$ cat src/rtl/dip_pkg.sv
`default_nettype none
// ----------------------------------------------------------------------------
// dip_pkg
// Types and constants shared by the decimal integer parser modules.
// ----------------------------------------------------------------------------
package dip_pkg;

   typedef logic [1:0] kind_type;

   localparam kind_type KIND_U64 = 2'd0;
   localparam kind_type KIND_U32 = 2'd1;
   localparam kind_type KIND_S64 = 2'd2;
   localparam kind_type KIND_S32 = 2'd3;

   localparam logic [7:0] CHAR_ZERO  = 8'h30;
   localparam logic [7:0] CHAR_NINE  = 8'h39;
   localparam logic [7:0] CHAR_MINUS = 8'h2d;
   localparam logic [7:0] CHAR_PLUS  = 8'h2b;

   localparam logic [63:0] U32_MAX = 64'h0000_0000_ffff_ffff;
   localparam logic [63:0] S32_POS = 64'h0000_0000_7fff_ffff;
   localparam logic [63:0] S32_NEG = 64'h0000_0000_8000_0000;
   localparam logic [63:0] S64_POS = 64'h7fff_ffff_ffff_ffff;
   localparam logic [63:0] S64_NEG = 64'h8000_0000_0000_0000;

   typedef struct packed {
      logic [7:0] char_code;
      logic       terminator;
   } req_type;

   typedef struct packed {
      logic [63:0] parsed_value;
      logic        parse_error;
   } rsp_type;

   typedef struct packed {
      logic [63:0] accumulator;
      logic        negative;
      logic        at_first_char;
      logic        error_seen;
   } state_type;

   localparam state_type STATE_CLEAR = '{
      accumulator: 64'd0, negative: 1'b0, at_first_char: 1'b1, error_seen: 1'b0
   };

endpackage : dip_pkg
`default_nettype wire

$ cat src/rtl/dip_step.sv
`default_nettype none
// ----------------------------------------------------------------------------
// dip_step
// Per-item update: digit accumulation with wrap check, and the range check,
// negation and result formatting at the end of a string.
// ----------------------------------------------------------------------------
module dip_step (
   input  wire dip_pkg::kind_type  kind,
   input  wire dip_pkg::req_type   item,
   input  wire dip_pkg::state_type st,
   output dip_pkg::state_type      st_next,
   output dip_pkg::rsp_type        result
);
   import dip_pkg::*;

   logic        is_signed;
   logic        char_is_num;
   logic [3:0]  digit;
   logic [67:0] sum;
   logic        err;
   logic        neg;
   logic [63:0] mag;

   assign is_signed   = (kind == KIND_S64) || (kind == KIND_S32);
   assign char_is_num = (item.char_code >= CHAR_ZERO) && (item.char_code <= CHAR_NINE);
   assign digit       = 4'(item.char_code - CHAR_ZERO);
   // acc * 10 + d, wrap when the top bits are nonzero
   assign sum = {1'b0, st.accumulator, 3'b000} + {3'b000, st.accumulator, 1'b0}
                + {64'd0, digit};

   always_comb begin
      st_next = st;
      if (!item.terminator) begin
         st_next.at_first_char = 1'b0;
         if (!st.error_seen) begin
            if (st.at_first_char && is_signed && item.char_code == CHAR_MINUS) begin
               st_next.negative = 1'b1;
            end else if (st.at_first_char && is_signed && item.char_code == CHAR_PLUS) begin
               st_next.negative = st.negative;
            end else if (char_is_num) begin
               if (sum[67:64] != 4'd0) begin
                  st_next.error_seen = 1'b1;
               end else begin
                  st_next.accumulator = sum[63:0];
               end
            end else begin
               st_next.error_seen = 1'b1;
            end
         end
      end else begin
         st_next = STATE_CLEAR;
      end
   end

   always_comb begin
      neg = st.negative && is_signed;
      err = st.error_seen || (st.at_first_char && is_signed);
      case (kind)
         KIND_U32: begin
            if (st.accumulator > U32_MAX) err = 1'b1;
         end
         KIND_S64: begin
            if (st.accumulator > (neg ? S64_NEG : S64_POS)) err = 1'b1;
         end
         KIND_S32: begin
            if (st.accumulator > (neg ? S32_NEG : S32_POS)) err = 1'b1;
         end
         default: begin
         end
      endcase
      mag = neg ? (64'd0 - st.accumulator) : st.accumulator;
      result.parsed_value = err ? 64'd0 : mag;
      result.parse_error  = err;
   end

endmodule : dip_step
`default_nettype wire

$ cat src/rtl/decimal_integer_parser.sv
`default_nettype none
// ----------------------------------------------------------------------------
// decimal_integer_parser
// ASCII decimal string to 64-bit integer with sign and range checking.
//
//   channel  direction  handshake        payload
//   req      in         valid / stall    dip_pkg::req_type
//   rsp      out        valid / stall    dip_pkg::rsp_type
//   csr      in         valid / ready    result_kind, 2 bits
//
// One item per cycle, except while a terminator waits on a stalled result.
// The path is one input register, the digit shift-add and range check, and
// the result register.
// Synchronous reset clears the string state and sets result_kind to 0.
// Only terminator items wait on a stalled result; characters flow on.
// ----------------------------------------------------------------------------
module decimal_integer_parser (
   input  wire                   clock,
   input  wire                   reset,
   input  wire                   req_valid,
   output logic                  req_stall,
   input  wire dip_pkg::req_type req_data,
   output logic                  rsp_valid,
   input  wire                   rsp_stall,
   output dip_pkg::rsp_type      rsp_data,
   input  wire                   csr_valid,
   output logic                  csr_ready,
   input  wire [1:0]             csr_data
);
   import dip_pkg::*;

   logic      in_valid_ff;
   req_type   in_item_ff;
   kind_type  kind_ff;
   state_type st_ff;
   state_type st_in;
   rsp_type   result_in;
   logic      rsp_valid_ff;
   rsp_type   rsp_data_ff;
   logic      advance;
   logic      out_blocked;

   dip_step u_step (
      .kind    (kind_ff),
      .item    (in_item_ff),
      .st      (st_ff),
      .st_next (st_in),
      .result  (result_in)
   );

   assign out_blocked = rsp_valid_ff && rsp_stall;
   assign advance     = in_valid_ff && !(in_item_ff.terminator && out_blocked);
   assign req_stall   = in_valid_ff && !advance;
   assign csr_ready   = !in_valid_ff;
   assign rsp_valid   = rsp_valid_ff;
   assign rsp_data    = rsp_data_ff;

   always_ff @(posedge clock) begin
      if (reset) begin
         in_valid_ff  <= 1'b0;
         kind_ff      <= KIND_U64;
         st_ff        <= STATE_CLEAR;
         rsp_valid_ff <= 1'b0;
      end else begin
         if (!req_stall) begin
            in_valid_ff <= req_valid;
         end
         if (csr_valid && csr_ready) begin
            kind_ff <= csr_data;
         end
         if (advance) begin
            st_ff <= st_in;
         end
         if (advance && in_item_ff.terminator) begin
            rsp_valid_ff <= 1'b1;
         end else if (!rsp_stall) begin
            rsp_valid_ff <= 1'b0;
         end
      end
   end

   always_ff @(posedge clock) begin
      if (!req_stall && req_valid) begin
         in_item_ff <= req_data;
      end
      if (advance && in_item_ff.terminator) begin
         rsp_data_ff <= result_in;
      end
   end

`ifndef SYNTH
   a_clear_after_term: assert property (@(posedge clock) disable iff (reset)
      advance && in_item_ff.terminator |=> st_ff.at_first_char && !st_ff.error_seen)
      else $error("string state not cleared after terminator");

   a_zero_on_error: assert property (@(posedge clock) disable iff (reset)
      rsp_valid_ff && rsp_data_ff.parse_error |-> rsp_data_ff.parsed_value == 64'd0)
      else $error("value not zero on parse error");

   a_error_not_first: assert property (@(posedge clock) disable iff (reset)
      st_ff.error_seen |-> !st_ff.at_first_char)
      else $error("error flagged before any character");

   a_hold_blocked_term: assert property (@(posedge clock) disable iff (reset)
      req_stall |-> in_item_ff.terminator && out_blocked)
      else $error("input held without a blocked result");
`endif

endmodule : decimal_integer_parser
`default_nettype wire
$ cat config.mk
export PLATFORM = sky130hd
export DESIGN_NAME = decimal_integer_parser
export DESIGN_NICKNAME = d
export VERILOG_FILES = /design/src/rtl/dip_pkg.sv /design/src/rtl/dip_step.sv /design/src/rtl/decimal_integer_parser.sv
export SDC_FILE = /design/constraint.sdc
export NUM_CORES = 1
export LEC_CHECK = 0
export ABC_AREA = 1
export BUFFER_PORTS_ARGS = -buffer_cell sky130_fd_sc_hd__buf_4
export CELL_PAD_IN_SITES_DETAIL_PLACEMENT = 2
export CELL_PAD_IN_SITES_GLOBAL_PLACEMENT = 2
export CORE_MARGIN = 5
export CORE_UTILIZATION = 30
export CTS_BUF_LIST = sky130_fd_sc_hd__clkbuf_16
export CTS_CLUSTER_DIAMETER = 150
export CTS_CLUSTER_SIZE = 25
export DETAILED_ROUTE_END_ITERATION = 8
export PLACE_DENSITY = 0.79
export SLEW_MARGIN = 20
export SYNTH_ARGS = -nofsm -noshare
export SYNTH_HDL_FRONTEND = slang
export SYNTH_SLANG_ARGS = --single-unit
$ cat constraint.sdc
create_clock -name clock -period 7.7 [get_ports clock]
set_input_delay 1.155 -clock clock [delete_from_list [all_inputs] [get_ports clock]]
set_output_delay 1.155 -clock clock [all_outputs]
set_load 0.1 [all_outputs]
==> results by stage <==
Outcome:
- The flow ran to the end, and the final reports show no timing, DRC or antenna violations.

STA:
- Based on the critical path, the design can be clocked at up to 174 MHz.
- For the final routed database, the setup TNS stands at 0 ns.
- Hold timing on the final database bottoms out at a slack of roughly 0.52 ns.
- Setup repair after global routing left no endpoint under its margin.
- For the pin with the worst max-slew slack, the measured transition is about 1.0 ns.
- The final setup skew is ~0.018 ns.
- The worst pin sits at a relative slew slack of 0.315.
- Setup violations remaining at the end of the flow were counted as 0.
- The count of pins over their slew limit is 0.
- The worst path needs between 5 and 6 ns of the cycle, external delays included.
- The period utilization is 0.746.
- The final number of hold-violating endpoints is 0.

Logic synthesis:
- The library cell occupying the most area in the post-synthesis netlist is sky130_fd_sc_hd__ha_1.
- After synthesis, the mean cell area works out to roughly 6.4 um2.
- The gate count after technology mapping is 2,339.
- In this run, synthesis inferred between 70 and 80 flip-flops with an integrated enable.
- The number of different library cells in the post-synthesis netlist is 44.
- The most frequently used cell type in the post-synthesis netlist is sky130_fd_sc_hd__nand2_1.
- The fraction of synthesized cell area taken by the top area cell type is 0.160.
- In the post-synthesis netlist, the biggest area contributors are sky130_fd_sc_hd__ha_1, sky130_fd_sc_hd__nand2_1, sky130_fd_sc_hd__edfxtp_1.
- The total nets after synthesis is about 2,600.
- After synthesis, the share of flip-flops with an asynchronous set or reset is 0.
- Sorting the synthesized cells by how often they occur yields sky130_fd_sc_hd__nand2_1, sky130_fd_sc_hd__nor2_1, sky130_fd_sc_hd__inv_1, sky130_fd_sc_hd__a21oi_1, sky130_fd_sc_hd__ha_1.
- The share of the Yosys chip area taken by registers is 0.242.
- The count of synthesis-stage warnings from yosys is 0.
- The cell area that synthesis handed to floorplanning was approximately 0.015 mm2.
- The number of storage elements in the synthesis netlist is between 100 and 150.
- The most used flip-flop cell after synthesis is sky130_fd_sc_hd__edfxtp_1.

Route:
- The number of detailed-route iterations in the first pass is 5.
- The antenna violation net count after detailed routing is 0.
- Dividing the detail-routed wire length by the instance count gives around 21 um.
- After detailed routing, the number of remaining DRC violations is 0.
- The routed design has about 64,000 um of wire.
- After detailed routing, the number of vias per cell comes to ~5.2.
- The final route contains 16,000 vias.
- The violation count after the first detailed-routing iteration is 776.

Place:
- The HPWL after detailed placement is about 53,000 um.
- The number of buffers added on ports is 83.
- The final weighted congestion of routability-driven global placement is 0.940.

GRT:
- The first global-routing pass estimated 99,100 um of wire.
- The via count of the first global-routing pass is between 15,000 and 20,000.
- For this run, the total global-route usage over all layers was measured as 0.231.
- The initial antenna violation count is 0.
- Summed over all layers, the global routing overflow is 0.
- The pin count of the biggest net entering global routing is between 80 and 90.

Pwr:
- Dividing total power by cell area gives a power density of approximately 140 mW/mm2.
- The worst-case vdd ir drop is around 0.00015 V.
- The leakage power figure is roughly 8.7 nW.

Min path:
- The path with the worst hold slack has its endpoint at st_ff[0].
- The worst hold path belongs to the class register to register.
- The worst hold path begins at st_ff[0].
- The worst hold path cell count is 2.

Worst setup path:
- The worst setup path is launched from a register.
- Data on the critical path is required at its endpoint by roughly 8.0 ns.
- Counting cells, the worst reg-to-reg path comes to 22.
- The endpoint arrival time on the critical path is slightly above 6 ns.
- The reg2reg setup slack is just under 2 ns.
- The reg-to-reg startpoint is in_item_ff[3].
- The capture point of the worst reg-to-reg path is st_ff[45].
- The worst setup path category is register to register.
- The category of the worst setup path capture point is a register.
- The maximum fanout count along the critical path is 83.

Finish:
- In the final layout, the share of cells above drive strength 1 is 0.0734.
- Counting the fill cells in the layout gives 6,127.
- The area added between synthesis and finish is 12.4%.
- The count of antenna diodes in the layout is 0.
- The number of nets at the end of the flow is between 2,000 and 3,000.

Clocking:
- For this design, the sink count on the clock tree is 145.
- The clock passes through at most 2 buffers.
- Clock-pin slew was measured on the worst setup and hold paths at 0.07 ns.
- The TritonCTS clock tree is built.
- For the worst-skew pair, the clock arrives at the later sink with an insertion delay of around 0.46 ns.
- The TritonCTS buffer count is 17.
- The clock root buffer master is sky130_fd_sc_hd__clkbuf_16.
- The H-tree generated during clock tree synthesis spans 4 levels.
- In this run, post-CTS hold repair placed 0 buffers.
- The number of gates resized after CTS was 0.
- The number of setup buffers added after CTS is 0.

Flow run:
- The max-cap violation count is 0.

Floorplanning:
- For this configuration, the core starts out at a cell density of 0.302.
- The count of boundary I/O pins is 84.
- The die width is between 200 and 250 um.
- The vertical die dimension is 234 um.
- The die covers around 0.055 mm2.
- The initialized floorplan defines 82 standard-cell rows.
- The area inside the core boundary is ~0.05 mm2.
==> through the flow <==
stage	worst slack, ns	std cells	instance area (um2)	util	total power [mW]
floorplan	3.48	2339	15000	-	1.29
global placement	2.17	3052	16300	0.328	1.45
detailed placement	1.99	3052	16300	0.328	1.48
CTS	1.94	3084	16900	0.339	2.33
global route	1.63	3084	16900	0.339	2.41
finish	1.96	3084	16900	0.339	2.32
==> registers in the layout, indices dropped and copies added (netlist names) <==
name and cells:
in_item_ff 9, in_valid_ff 1, kind_ff 2, rsp_data 65, st_ff 67, rsp_valid 1
==> logic make-up after synthesis <==
| family | count (synthesis) | synth area share |
|---|---|---|
| fa+ha+maj | 195 | 0.163 |
| simple gates | 1246 | 0.344 |
| xor+xnor | 67 | 0.0390 |
| compound gates | 329 | 0.118 |
| flops | 145 | 0.242 |
| buf+inv | 357 | 0.0934 |
==> metal layers <==
| layer | vias to the layer above | track usage | share of wire |
|---|---|---|---|
| met1 | 8032 | 0.309 | 0.48 |
| li1 | 7735 | - | - |
| met2 | 207 | 0.406 | 0.48 |
| met4 | 0 | 0.0585 | 0.018 |
| met3 | 56 | 0.0168 | 0.023 |
| met5 | - | 0 | 0 |
==> how the worst max path moves through the flow <==
stage	startpoint	endpoint	slack, ns	cells past startpoint
floorplan	kind_ff[1]	rsp_data[2]	3.48	19
global placement	in_item_ff[3]	st_ff[59]	2.17	22
detailed placement	in_item_ff[3]	st_ff[45]	1.99	22
CTS	in_item_ff[3]	st_ff[45]	1.94	22
global route	in_item_ff[3]	st_ff[45]	1.63	22
finish	in_item_ff[3]	st_ff[45]	1.96	22
==> layout by cell type, fill, tap and decap left out, types with 2 or more instances in the layout <==
cell                        netlist  layout
sky130_fd_sc_hd__nand2_1        602     600
sky130_fd_sc_hd__nor2_1         401     401
sky130_fd_sc_hd__inv_1          296     294
sky130_fd_sc_hd__a21oi_1        197     197
sky130_fd_sc_hd__ha_1           193     193
sky130_fd_sc_hd__nand3_1        109     109
sky130_fd_sc_hd__buf_4            2      90
sky130_fd_sc_hd__o21ai_0         77      77
sky130_fd_sc_hd__edfxtp_1        74      74
sky130_fd_sc_hd__dfxtp_1         71      71
sky130_fd_sc_hd__xor2_1          53      53
sky130_fd_sc_hd__nand4_1         26      26
sky130_fd_sc_hd__nor3_1          24      24
sky130_fd_sc_hd__nor4_1          23      23
sky130_fd_sc_hd__o21bai_1        20      20
sky130_fd_sc_hd__clkbuf_16        0      17
sky130_fd_sc_hd__inv_2           11      15
sky130_fd_sc_hd__nand3b_1        15      15
sky130_fd_sc_hd__xnor2_1         14      14
sky130_fd_sc_hd__nand2_2         10      11
sky130_fd_sc_hd__a31oi_1         10      10
sky130_fd_sc_hd__nor2_2          10      10
sky130_fd_sc_hd__or2_2            8       8
sky130_fd_sc_hd__o211ai_1         7       7
sky130_fd_sc_hd__nand3_2          7       6
sky130_fd_sc_hd__o21a_1           4       4
sky130_fd_sc_hd__and2_1           4       4
sky130_fd_sc_hd__inv_6            0       4
sky130_fd_sc_hd__a21o_1           3       3
sky130_fd_sc_hd__nor2_4           3       3
sky130_fd_sc_hd__o31ai_1          3       3
sky130_fd_sc_hd__clkinv_2         0       3
sky130_fd_sc_hd__clkinv_4         0       3
sky130_fd_sc_hd__nor3b_1          2       2
sky130_fd_sc_hd__and3_1           2       2
sky130_fd_sc_hd__o2111ai_1        2       2
sky130_fd_sc_hd__fa_1             2       2
sky130_fd_sc_hd__bufinv_16        0       2
==> where the power goes <==
part | switching, mW | total (mW) | internal (mW)
clock | 0.365 | 0.846 | 0.481
sequential | 0.0624 | 0.909 | 0.846
combinational | 0.405 | 0.562 | 0.157
total | 0.833 | 2.32 | 1.48
==> critical path, stage by stage, from the launching register on <==
cell and delay (ns):
sky130_fd_sc_hd__edfxtp_1 0.51, sky130_fd_sc_hd__ha_1 0.35, sky130_fd_sc_hd__ha_1 0.27, sky130_fd_sc_hd__inv_1 0.15, sky130_fd_sc_hd__fa_1 0.41, sky130_fd_sc_hd__inv_1 0.10, sky130_fd_sc_hd__nand2_1 0.08, sky130_fd_sc_hd__nand2_1 0.08
sky130_fd_sc_hd__nand3_1 0.11, sky130_fd_sc_hd__nand2_1 0.18, sky130_fd_sc_hd__nand2_1 0.07, sky130_fd_sc_hd__nand2_1 0.24, sky130_fd_sc_hd__nand2_1 0.15, sky130_fd_sc_hd__nand2_2 0.16, sky130_fd_sc_hd__nand2_1 0.14, sky130_fd_sc_hd__nand3_1 0.09
sky130_fd_sc_hd__nand2_1 0.09, sky130_fd_sc_hd__nor2_4 0.23, sky130_fd_sc_hd__nand3_4 0.75, sky130_fd_sc_hd__nand2_2 1.08, sky130_fd_sc_hd__nand2_1 0.15, sky130_fd_sc_hd__nand2_1 0.11, sky130_fd_sc_hd__nor2_1 0.05
==> layout make-up <==
cell class	instances	area [um2]	area share
multi-input combinational	1837	10000	0.592
clock buffer	17	425	0.0251
timing repair buffer	90	676	0.0399
clock inverter	15	159	0.00939
sequential	145	3640	0.215
inverter	308	1160	0.0683
tap	672	841	0.0497
Power figures use the tool's default switching activity.
